==> src/arp_cache_engine_macros.svh <==
// Assertion macros for the ARP cache engine.
`ifndef ARP_CACHE_ENGINE_MACROS_SVH
`define ARP_CACHE_ENGINE_MACROS_SVH
// Assert that a condition implies a consequence in the same cycle.
`define ACE_ASSERT_IMP(lbl, clk, rst, a, b) \
   lbl: assert property (@(posedge clk) disable iff (rst) (a) |-> (b)) \
      else $error("assertion failed");
// Assert that a condition implies a consequence in the next cycle.
`define ACE_ASSERT_NEXT(lbl, clk, rst, a, b) \
   lbl: assert property (@(posedge clk) disable iff (rst) (a) |=> (b)) \
      else $error("assertion failed");
`endif

==> src/ace_pkg.sv <==
// Shared types and constants for the ARP cache engine.
package ace_pkg;
   localparam logic [1:0] MODE_TICK   = 2'd0;
   localparam logic [1:0] MODE_LOOKUP = 2'd1;
   localparam logic [1:0] MODE_FRAME  = 2'd2;
   localparam logic [1:0] MODE_UPDATE = 2'd3;

   localparam logic [1:0] KIND_DONE    = 2'd0;
   localparam logic [1:0] KIND_ANSWER  = 2'd1;
   localparam logic [1:0] KIND_REQUEST = 2'd2;
   localparam logic [1:0] KIND_REPLY   = 2'd3;

   localparam logic [1:0] ST_HIT     = 2'd0;
   localparam logic [1:0] ST_PENDING = 2'd1;
   localparam logic [1:0] ST_SENT    = 2'd2;
   localparam logic [1:0] ST_FULL    = 2'd3;

   localparam logic [15:0] OP_REQUEST = 16'h0001;
   localparam logic [15:0] OP_REPLY   = 16'h0002;

   localparam logic [1:0] REG_OWN_IP  = 2'd0;
   localparam logic [1:0] REG_OWN_MAC = 2'd1;
   localparam logic [1:0] REG_EXPIRE  = 2'd2;
   localparam logic [1:0] REG_RETRIES = 2'd3;

   // classified command from front to back
   typedef enum logic [2:0] {
      CMD_TICK   = 3'd0,
      CMD_LOOKUP = 3'd1,
      CMD_UPDATE = 3'd2,
      CMD_REPLY  = 3'd3,
      CMD_NOP    = 3'd4
   } cmd_type;

   typedef struct packed {
      cmd_type     cmd;
      logic [31:0] ip;
      logic [47:0] mac;
      logic [7:0]  expire;
   } job_type;

   typedef struct packed {
      logic [1:0]  kind;
      logic [1:0]  status;
      logic [47:0] mac;
      logic [31:0] ip;
      logic        last;
   } result_type;
endpackage

==> src/ace_front.sv <==
// Front end: accepts input transactions, classifies them and queues jobs.
module ace_front (
   input  logic             clock,
   input  logic             reset,
   input  logic             in_valid,
   output logic             in_ready,
   input  logic [1:0]       in_mode,
   input  logic [31:0]      in_ip,
   input  logic [47:0]      in_mac,
   input  logic [15:0]      in_opcode,
   input  logic [31:0]      in_target,
   input  logic [7:0]       in_expire,
   input  logic [31:0]      own_ip,
   input  logic [7:0]       reply_expire,
   output logic             job_valid,
   input  logic             job_ready,
   output ace_pkg::job_type job
);
   import ace_pkg::*;

   job_type    q_ff [2];
   logic       wr_ff, wr_in, rd_ff, rd_in;
   logic [1:0] cnt_ff, cnt_in;
   job_type    cls;
   logic       push, pop;

   always_comb begin
      cls.ip     = in_ip;
      cls.mac    = in_mac;
      cls.expire = in_expire;
      cls.cmd    = CMD_NOP;
      unique case (in_mode)
         MODE_TICK:   cls.cmd = CMD_TICK;
         MODE_LOOKUP: cls.cmd = CMD_LOOKUP;
         MODE_FRAME: begin
            if (in_target == own_ip && in_opcode == OP_REQUEST) cls.cmd = CMD_REPLY;
            else if (in_target == own_ip && in_opcode == OP_REPLY) begin
               cls.cmd    = CMD_UPDATE;
               cls.expire = reply_expire;
            end
         end
         MODE_UPDATE: cls.cmd = CMD_UPDATE;
         default:     cls.cmd = CMD_NOP;
      endcase
   end

   assign in_ready  = (cnt_ff != 2'd2);
   assign job_valid = (cnt_ff != 2'd0);
   assign job       = q_ff[rd_ff];
   assign push      = in_valid & in_ready;
   assign pop       = job_valid & job_ready;

   always_comb begin
      wr_in  = push ? ~wr_ff : wr_ff;
      rd_in  = pop ? ~rd_ff : rd_ff;
      cnt_in = cnt_ff + {1'b0, push} - {1'b0, pop};
   end

   always_ff @(posedge clock) begin
      if (reset) begin
         wr_ff  <= 1'b0;
         rd_ff  <= 1'b0;
         cnt_ff <= 2'd0;
      end else begin
         wr_ff  <= wr_in;
         rd_ff  <= rd_in;
         cnt_ff <= cnt_in;
      end
      if (push) q_ff[wr_ff] <= cls;
   end
endmodule

==> src/ace_back.sv <==
// Back end: walks the table one entry a cycle while the result register can accept, and emits results.
module ace_back #(
   parameter int TABLE_ENTRIES = 16
) (
   input  logic                clock,
   input  logic                reset,
   input  logic                job_valid,
   output logic                job_ready,
   input  ace_pkg::job_type    job,
   input  logic [7:0]          max_retries,
   output logic                res_valid,
   input  logic                res_ready,
   output ace_pkg::result_type res,
   output logic                busy
);
   import ace_pkg::*;
   localparam int IW = (TABLE_ENTRIES > 1) ? $clog2(TABLE_ENTRIES) : 1;

   typedef enum logic [3:0] {
      S_IDLE = 4'b0001,
      S_WALK = 4'b0010,
      S_FIN  = 4'b0100,
      S_EMIT = 4'b1000
   } state_type;

   state_type   st_ff, st_in;
   job_type     job_ff;
   logic [IW:0] idx_ff, idx_in;
   logic [IW-1:0] ix;
   logic        found_ff, found_in;
   logic [IW-1:0] slot_ff, slot_in, free_ff, free_in;
   logic        hasfree_ff, hasfree_in;
   logic        ov_ff;
   result_type  ob_ff;

   logic [TABLE_ENTRIES-1:0] vld_ff, req_ff;
   logic [7:0]  exp_ff [TABLE_ENTRIES];
   logic [7:0]  rty_ff [TABLE_ENTRIES];
   logic [31:0] eip_ff [TABLE_ENTRIES];
   logic [47:0] emac_ff [TABLE_ENTRIES];

   logic        emit;
   result_type  emit_r;
   logic        can_emit;
   logic [7:0]  rnext;

   assign ix        = idx_ff[IW-1:0];
   assign can_emit  = !ov_ff || res_ready;
   assign res_valid = ov_ff;
   assign res       = ob_ff;
   assign job_ready = (st_ff == S_IDLE);
   assign busy      = (st_ff != S_IDLE) || ov_ff;
   assign rnext     = (rty_ff[ix] == 8'hFF) ? 8'hFF : rty_ff[ix] + 8'd1;

   always_comb begin
      st_in      = st_ff;
      idx_in     = idx_ff;
      found_in   = found_ff;
      slot_in    = slot_ff;
      free_in    = free_ff;
      hasfree_in = hasfree_ff;
      emit       = 1'b0;
      emit_r     = '0;
      unique case (st_ff)
         S_IDLE: begin
            if (job_valid) begin
               idx_in     = '0;
               found_in   = 1'b0;
               hasfree_in = 1'b0;
               st_in      = (job.cmd == CMD_REPLY || job.cmd == CMD_NOP) ? S_FIN : S_WALK;
            end
         end
         S_WALK: begin
            if (can_emit) begin
               if (job_ff.cmd == CMD_TICK) begin
                  if (req_ff[ix] && rnext < max_retries) begin
                     emit        = 1'b1;
                     emit_r.kind = KIND_REQUEST;
                     emit_r.ip   = eip_ff[ix];
                  end
               end else if (!found_in) begin
                  if (job_ff.cmd == CMD_LOOKUP) begin
                     if ((vld_ff[ix] || req_ff[ix]) && eip_ff[ix] == job_ff.ip) begin
                        found_in = 1'b1;
                        slot_in  = ix;
                     end else if (!vld_ff[ix] && !req_ff[ix] && !hasfree_ff) begin
                        hasfree_in = 1'b1;
                        free_in    = ix;
                     end
                  end else begin
                     if (eip_ff[ix] == job_ff.ip) begin
                        found_in = 1'b1;
                        slot_in  = ix;
                     end else if (!vld_ff[ix] && !req_ff[ix] && !hasfree_ff) begin
                        hasfree_in = 1'b1;
                        free_in    = ix;
                     end
                  end
               end
               idx_in = idx_ff + 1'b1;
               if (found_in || idx_ff == (IW+1)'(TABLE_ENTRIES - 1)) st_in = S_FIN;
            end
         end
         S_FIN: begin
            if (can_emit) begin
               emit     = 1'b1;
               emit_r.last = 1'b1;
               st_in    = S_IDLE;
               case (job_ff.cmd)
                  CMD_REPLY: begin
                     emit_r.kind = KIND_REPLY;
                     emit_r.mac  = job_ff.mac;
                     emit_r.ip   = job_ff.ip;
                  end
                  CMD_LOOKUP: begin
                     emit_r.kind = KIND_ANSWER;
                     if (found_ff) begin
                        emit_r.status = vld_ff[slot_ff] ? ST_HIT : ST_PENDING;
                        emit_r.mac    = vld_ff[slot_ff] ? emac_ff[slot_ff] : 48'd0;
                     end else if (hasfree_ff) begin
                        // request first, answer next
                        emit_r.kind = KIND_REQUEST;
                        emit_r.ip   = job_ff.ip;
                        emit_r.last = 1'b0;
                        st_in       = S_EMIT;
                     end else begin
                        emit_r.status = ST_FULL;
                     end
                  end
                  default: ;
               endcase
            end
         end
         S_EMIT: begin
            if (can_emit) begin
               emit          = 1'b1;
               emit_r.kind   = KIND_ANSWER;
               emit_r.status = ST_SENT;
               emit_r.last   = 1'b1;
               st_in         = S_IDLE;
            end
         end
         default: st_in = S_IDLE;
      endcase
   end

   always_ff @(posedge clock) begin
      if (reset) begin
         st_ff  <= S_IDLE;
         ov_ff  <= 1'b0;
         vld_ff <= '0;
         req_ff <= '0;
         for (int i = 0; i < TABLE_ENTRIES; i++) begin
            exp_ff[i]  <= 8'd0;
            rty_ff[i]  <= 8'd0;
            eip_ff[i]  <= 32'd0;
            emac_ff[i] <= 48'd0;
         end
      end else begin
         st_ff <= st_in;
         if (emit) ov_ff <= 1'b1;
         else if (res_ready) ov_ff <= 1'b0;
         if (st_ff == S_WALK && can_emit && job_ff.cmd == CMD_TICK) begin
            if (vld_ff[ix]) begin
               if (exp_ff[ix] != 8'd0) exp_ff[ix] <= exp_ff[ix] - 8'd1;
               else vld_ff[ix] <= 1'b0;
            end
            if (req_ff[ix]) begin
               rty_ff[ix] <= rnext;
               if (!(rnext < max_retries)) req_ff[ix] <= 1'b0;
            end
         end
         if (st_ff == S_FIN && can_emit && job_ff.cmd == CMD_LOOKUP && !found_ff
             && hasfree_ff) begin
            eip_ff[free_ff] <= job_ff.ip;
            rty_ff[free_ff] <= 8'd0;
            vld_ff[free_ff] <= 1'b0;
            req_ff[free_ff] <= 1'b1;
         end
         if (st_ff == S_FIN && can_emit && job_ff.cmd == CMD_UPDATE
             && (found_ff || hasfree_ff)) begin
            vld_ff[found_ff ? slot_ff : free_ff]  <= 1'b1;
            req_ff[found_ff ? slot_ff : free_ff]  <= 1'b0;
            eip_ff[found_ff ? slot_ff : free_ff]  <= job_ff.ip;
            emac_ff[found_ff ? slot_ff : free_ff] <= job_ff.mac;
            if (exp_ff[found_ff ? slot_ff : free_ff] < job_ff.expire)
               exp_ff[found_ff ? slot_ff : free_ff] <= job_ff.expire;
         end
      end
      if (st_ff == S_IDLE && job_valid) job_ff <= job;
      idx_ff     <= idx_in;
      found_ff   <= found_in;
      slot_ff    <= slot_in;
      free_ff    <= free_in;
      hasfree_ff <= hasfree_in;
      if (emit) ob_ff <= emit_r;
   end
endmodule

==> src/arp_cache_engine.sv <==
// Top level of the ARP cache engine: CSR block, front end and back end.
// Frames that need no table search pass from the job queue through idle and finish to the
// registered result; lookups, updates and reply frames walk up to TABLE_ENTRIES entries one a
// cycle while the output does not stall, ticks walk all. The back end works a job through idle,
// a step per entry walked, finish, and the answer after a fresh request, then takes the next.
// A two-deep job queue lets the front accept while the back walks.
// Reset is synchronous: table cleared, registers back to their defaults.
module arp_cache_engine #(
   parameter int TABLE_ENTRIES = 16
) (
   input  logic         clock,
   input  logic         reset,
   input  logic         req_tvalid,
   output logic         req_tready,
   // tdata: mode[1:0], ip_addr[33:2], mac_addr[81:34], opcode[97:82],
   //        target_ip[129:98], expire_value[137:130], zero pad to 144
   input  logic [143:0] req_tdata,
   output logic         rsp_tvalid,
   input  logic         rsp_tready,
   // tdata: kind[1:0], status[3:2], mac_out[51:4], ip_out[83:52], pad to 88
   output logic [87:0]  rsp_tdata,
   output logic         rsp_tlast,
   input  logic         csr_psel,
   input  logic         csr_penable,
   input  logic         csr_pwrite,
   input  logic [4:0]   csr_paddr,
   input  logic [63:0]  csr_pwdata,
   output logic [63:0]  csr_prdata,
   output logic         csr_pready
);
   import ace_pkg::*;
   `include "arp_cache_engine_macros.svh"

   logic [31:0] own_ip_ff;
   logic [47:0] own_mac_ff;
   logic [7:0]  reply_expire_ff, max_retries_ff;
   logic        wr;
   logic [1:0]  ridx;
   logic        job_valid, job_ready, busy;
   job_type     job;
   result_type  res;

   // registers lie at 8*i since own_mac is wider than 32 bits
   assign csr_pready = 1'b1;
   assign ridx       = csr_paddr[4:3];
   assign wr         = csr_psel & csr_penable & csr_pwrite & (csr_paddr[2:0] == 3'd0);

   always_ff @(posedge clock) begin
      if (reset) begin
         own_ip_ff       <= 32'd0;
         own_mac_ff      <= 48'd0;
         reply_expire_ff <= 8'd60;
         max_retries_ff  <= 8'd4;
      end else if (wr) begin
         unique case (ridx)
            REG_OWN_IP:  own_ip_ff       <= csr_pwdata[31:0];
            REG_OWN_MAC: own_mac_ff      <= csr_pwdata[47:0];
            REG_EXPIRE:  reply_expire_ff <= csr_pwdata[7:0];
            REG_RETRIES: max_retries_ff  <= csr_pwdata[7:0];
            default: ;
         endcase
      end
   end

   // read back the addressed register
   always_comb begin
      csr_prdata = 64'd0;
      if (csr_paddr[2:0] == 3'd0) begin
         unique case (ridx)
            REG_OWN_IP:  csr_prdata = {32'd0, own_ip_ff};
            REG_OWN_MAC: csr_prdata = {16'd0, own_mac_ff};
            REG_EXPIRE:  csr_prdata = {56'd0, reply_expire_ff};
            REG_RETRIES: csr_prdata = {56'd0, max_retries_ff};
            default:     csr_prdata = 64'd0;
         endcase
      end
   end

   ace_front u_front (
      .clock, .reset,
      .in_valid(req_tvalid), .in_ready(req_tready),
      .in_mode(req_tdata[1:0]), .in_ip(req_tdata[33:2]), .in_mac(req_tdata[81:34]),
      .in_opcode(req_tdata[97:82]), .in_target(req_tdata[129:98]),
      .in_expire(req_tdata[137:130]),
      .own_ip(own_ip_ff), .reply_expire(reply_expire_ff),
      .job_valid, .job_ready, .job
   );

   ace_back #(.TABLE_ENTRIES(TABLE_ENTRIES)) u_back (
      .clock, .reset, .job_valid, .job_ready, .job,
      .max_retries(max_retries_ff),
      .res_valid(rsp_tvalid), .res_ready(rsp_tready), .res, .busy
   );

   assign rsp_tdata = {4'd0, res.ip, res.mac, res.status, res.kind};
   assign rsp_tlast = res.last;

   // assertions
   `ACE_ASSERT_IMP(a_busy_out, clock, reset, rsp_tvalid, busy)
   `ACE_ASSERT_NEXT(a_hold, clock, reset, rsp_tvalid && !rsp_tready, rsp_tvalid)
   `ACE_ASSERT_IMP(a_status, clock, reset, rsp_tvalid && res.kind != KIND_ANSWER,
                   res.status == ST_HIT)
endmodule

==> config.mk <==
export PLATFORM = sky130hd
export DESIGN_NAME = arp_cache_engine
export DESIGN_NICKNAME = d
export VERILOG_FILES = /design/src/ace_pkg.sv /design/src/ace_front.sv /design/src/ace_back.sv /design/src/arp_cache_engine.sv
export VERILOG_INCLUDE_DIRS = /design/src /design/src/src
export SDC_FILE = /design/constraint.sdc
export NUM_CORES = 2
export LEC_CHECK = 0
export ABC_CLOCK_PERIOD_IN_PS = 12950
export BUFFER_PORTS_ARGS = -buffer_cell sky130_fd_sc_hd__buf_2
export CELL_PAD_IN_SITES_DETAIL_PLACEMENT = 1
export CELL_PAD_IN_SITES_GLOBAL_PLACEMENT = 2
export CORE_ASPECT_RATIO = 1.75
export CORE_UTILIZATION = 41
export CTS_BUF_LIST = sky130_fd_sc_hd__clkbuf_2
export DETAILED_ROUTE_END_ITERATION = 16
export GPL_TIMING_DRIVEN = 0
export PLACE_DENSITY = 0.84
export SLEW_MARGIN = 20
export SYNTH_ARGS = -nofsm -noshare
export SYNTH_HDL_FRONTEND = slang
export SYNTH_SLANG_ARGS = --single-unit
==> constraint.sdc <==
create_clock -name clock -period 12.95 [get_ports clock]
set_input_delay 1.295 -clock clock [delete_from_list [all_inputs] [get_ports clock]]
set_output_delay 1.295 -clock clock [all_outputs]
set_load 0.1 [all_outputs]
==> results list <==
- Post-synthesis register bit count: 2055
- The setup path with the least slack is of type flip-flop to flip-flop.
* Routability congestion estimate: 0.975
* Input/output buffers: 331
* Setup TNS: 0 ns
- The clock passes through at most 4 buffers.
* Post-layout minimum cycle time: 8.38 ns
- The die is 630 µm tall.
* Via count normalized by instance count: 5.78
- The count of pins over their slew limit is 0.
* Top achievable clock speed: 0.119 GHz
- Vias in the first global route: 66600
* Hold violation total from the final report: 0
* TritonCTS clock tree: yes
- For this run, the number of standard cells in the final layout without fillers is 10600.
* Mean cell area of the mapped netlist: 14.9 µm²
- The first detailed-routing pass ran for 5 iterations.
* Critical Path RT: 14.41 ns
- The die covers 0.228 mm².
- Summed over all layers, the routed wires come to 338000 µm.
* Primary flip-flop cell chosen by synthesis mapping: edfxtp_1
- Layout cells sized above 1: 25.4%
* H-tree depth reported by CTS: 5
- Data arrival time at the worst-slack endpoint: 9.84 ns
* Standard-cell row count: 230
- First-pass GRT wire length: 472000 µm
- Async SR Flop Fraction: 0%
* Type of the tightest min-delay check: input pin to flip-flop
* Cell area power density: 161 mW/mm²
- From synthesis to final layout, the design area changed by 15.6%.
- In the synthesized netlist, the cells that appear most often are edfxtp_1, and2_1, mux4_2, clkbuf_1, nor2_1.
- All-Layer GR Usage: 29.4%
- Cell type with the largest total area after synthesis: edfxtp_1
- Distinct cell type count after synthesis: 74
- Clock skew on the completed layout was measured at 0.261 ns.
- In the routed design, unresolved DRC markers number 0.
- Once placement finished, the instance area stood at 0.101 mm².
- Number of warnings printed during yosys synthesis: 0
- Once detail routing completed, the nets flagged for antenna violations numbered 0.
* Leftover overflow at the end of global routing: 0
- In the final design database the tool counted 7550 nets.
- Period utilisation layout: 64.7%
- In this run the worst path has a maximum fanout of 19.
- The worst setup path is captured at a flip-flop.
* Detailed-placement wirelength estimate: 249000 µm
- Setup violations remaining at the end of the flow were counted as 0.
* Outcome: finished, final reports clean
- The share of the Yosys chip area taken by registers is 65.1%.
- Max-cap viol count: 0
- Once layout is complete, the utilization of the core stands at 47.7%.
- Tightest Pin Transition: 1.26 ns
- Clock-pin slew was measured on the worst setup and hold paths at 0.12 ns.
* Maximum number of pins on one net before global-route repair: 38
- Area of the placeable core: 0.224 mm²
- Final Instance Area: 0.107 mm²
- Total setup buffers inserted after CTS: 0
- The worst-case IR drop observed on VDD is 0.105 mV.
- Number of enable-type register cells in the synthesized netlist: 1909
* Root buffer selected by CTS: clkbuf_2
- Synthesis produced 6221 cells.
- Count leader, synth: edfxtp_1
* Worst slew slack as a fraction of its limit: 15.7%
- Share of the synthesized area in the top cell type: 61.9%
* CTS Buf Count: 468
* Area contributors post-synth: edfxtp_1, mux4_2, and2_1
* Starting utilization of the core area: 41.3%
- Post-placement cell count: 9590
- After the first detailed-routing iteration, the DRC count stood at 5195.
* Reg2Reg Depth: 21
* Unrepaired setup endpoints after global routing: false
* Routed length per instance: 31.9 µm
- Skew-Pair Late Insertion Delay: 1.91 ns
- The clock net in this run drives a total of 2055 sinks.
* DIE WIDTH: 361 µm
* Min Hold Slack: 0.179 ns
- Number of antenna violations at the first check in global routing: 28
- STA classifies the critical path startpoint as a flip-flop.
- Lkg Pwr: 38.8 nW
- Instance count along the most critical hold path: 2
- Number of vias after detailed routing: 61200
- Summing every instance area after synthesis gives 0.0925 mm².
- 376 I/O pins were placed.
==> routing by layer <==
metal | track usage, % | routed length [µm] | vias up
li1 | - | - | 25600
met1 | 28.4 | 105000 | 31400
met2 | 54.4 | 181000 | 2981
met3 | 5.69 | 21900 | 1223
met4 | 22.7 | 29800 | 19
met5 | 0 | 154 | -
==> where the power goes <==
| part | total [W] | switching (W) | internal (W) | leakage [nW] |
|---|---|---|---|---|
| Clock | 0.00432 | 0.00274 | 0.00158 | 3.25 |
| Combinational | 0.00492 | 0.00341 | 0.00151 | 15.0 |
| Sequential | 0.00801 | 0.000300 | 0.00771 | 20.5 |
==> cell type report <==
class / count / area [µm²]
clock inverters: 171 / 963
inverters: 45 / 169
diodes: 20 / 50.0
flip-flops and latches: 2055 / 60200
repair buffers: 597 / 5810
plain buffers: 532 / 2240
fillers: 22600 / 117000
well taps: 2900 / 3630
multi-input cells: 3608 / 30500
clock buffers: 668 / 3340
==> kinds of logic after synthesis <==
family / count (synthesis) / synth area share [%]
other cells: 2 / 0.00812
simple gates: 2316 / 13.5
xor+xnor: 75 / 0.710
compound gates: 422 / 3.09
buf+inv: 577 / 2.56
mux: 751 / 14.7
flops: 2055 / 65.1
fa+ha+maj: 23 / 0.311
==> worst max-delay path: stages, from the launching register on <==
cell,delay (ns)
dfxtp_1,0.46
buf_2,0.46
buf_2,0.56
buf_2,0.63
buf_2,0.58
buf_1,0.86
mux4_2,0.45
ha_1,0.23
nand2_1,0.09
or4_1,0.66
nand2_1,0.17
ha_1,0.18
o21a_1,0.12
nor2_1,0.04
a211oi_1,0.38
o21a_1,0.26
or3_1,0.13
clkbuf_1,0.84
o21ai_4,0.26
buf_12,0.25
buf_16,0.18
buf_16,0.17
==> sequential cells by signal (all words and copies together) (netlist names), 16 cells and up, named ones only <==
signal          flops
u_back.emac_ff    768
u_back.vld_ff      16
u_back.eip_ff     512
own_mac_ff         48
u_back.job_ff      91
u_back.res         85
u_back.rty_ff     128
u_back.exp_ff     128
own_ip_ff          32
u_back.req_ff      16
u_front.q_ff      182
==> layout by cell type (no fill, tap or decap), types with 65 or more instances in the layout <==
cell           Yosys  routed
mux2_2           117     117
and2_1          1225    1225
a22oi_1           65      65
clkbuf_1         397     376
a21oi_1          127     127
nor2_1           366     362
nor3_1           161     159
buf_2             37     377
nand2_1          360     360
edfxtp_1        1909    1909
clkinv_1           6     123
dfxtp_1          146     146
mux2i_1          157     156
mux4_2           477     477
dlygate4sd3_1      0     147
clkbuf_2           0     691
buf_16             0      70
==> worst paths after layout <==
check,start,to,slack (ns)
worst max-delay path,flip-flop,u_back.res[69],4.57
worst min-delay path,req_tdata[15],u_front.q_ff[0][69],0.18
worst max register to register,flip-flop,u_back.res[69],4.57
worst min register to register,u_front.q_ff[1][83],u_back.job_ff[83],0.37
==> timing repair <==
| item | CTS | global route |
|---|---|---|
| hold buffers | 147 | 0 |
| hold endpoints to repair | 285 | 0 |
| resized for setup | 0 | 0 |
==> per-stage QoR <==
stage	setup WS [ns]	power, W
floorplan	4.97	0.0108
global placement	-2.13	0.0127
detailed placement	4.92	0.0129
CTS	4.84	0.0172
global route	4.66	0.0177
finish	4.57	0.0173
Power figures use the tool's default switching activity.
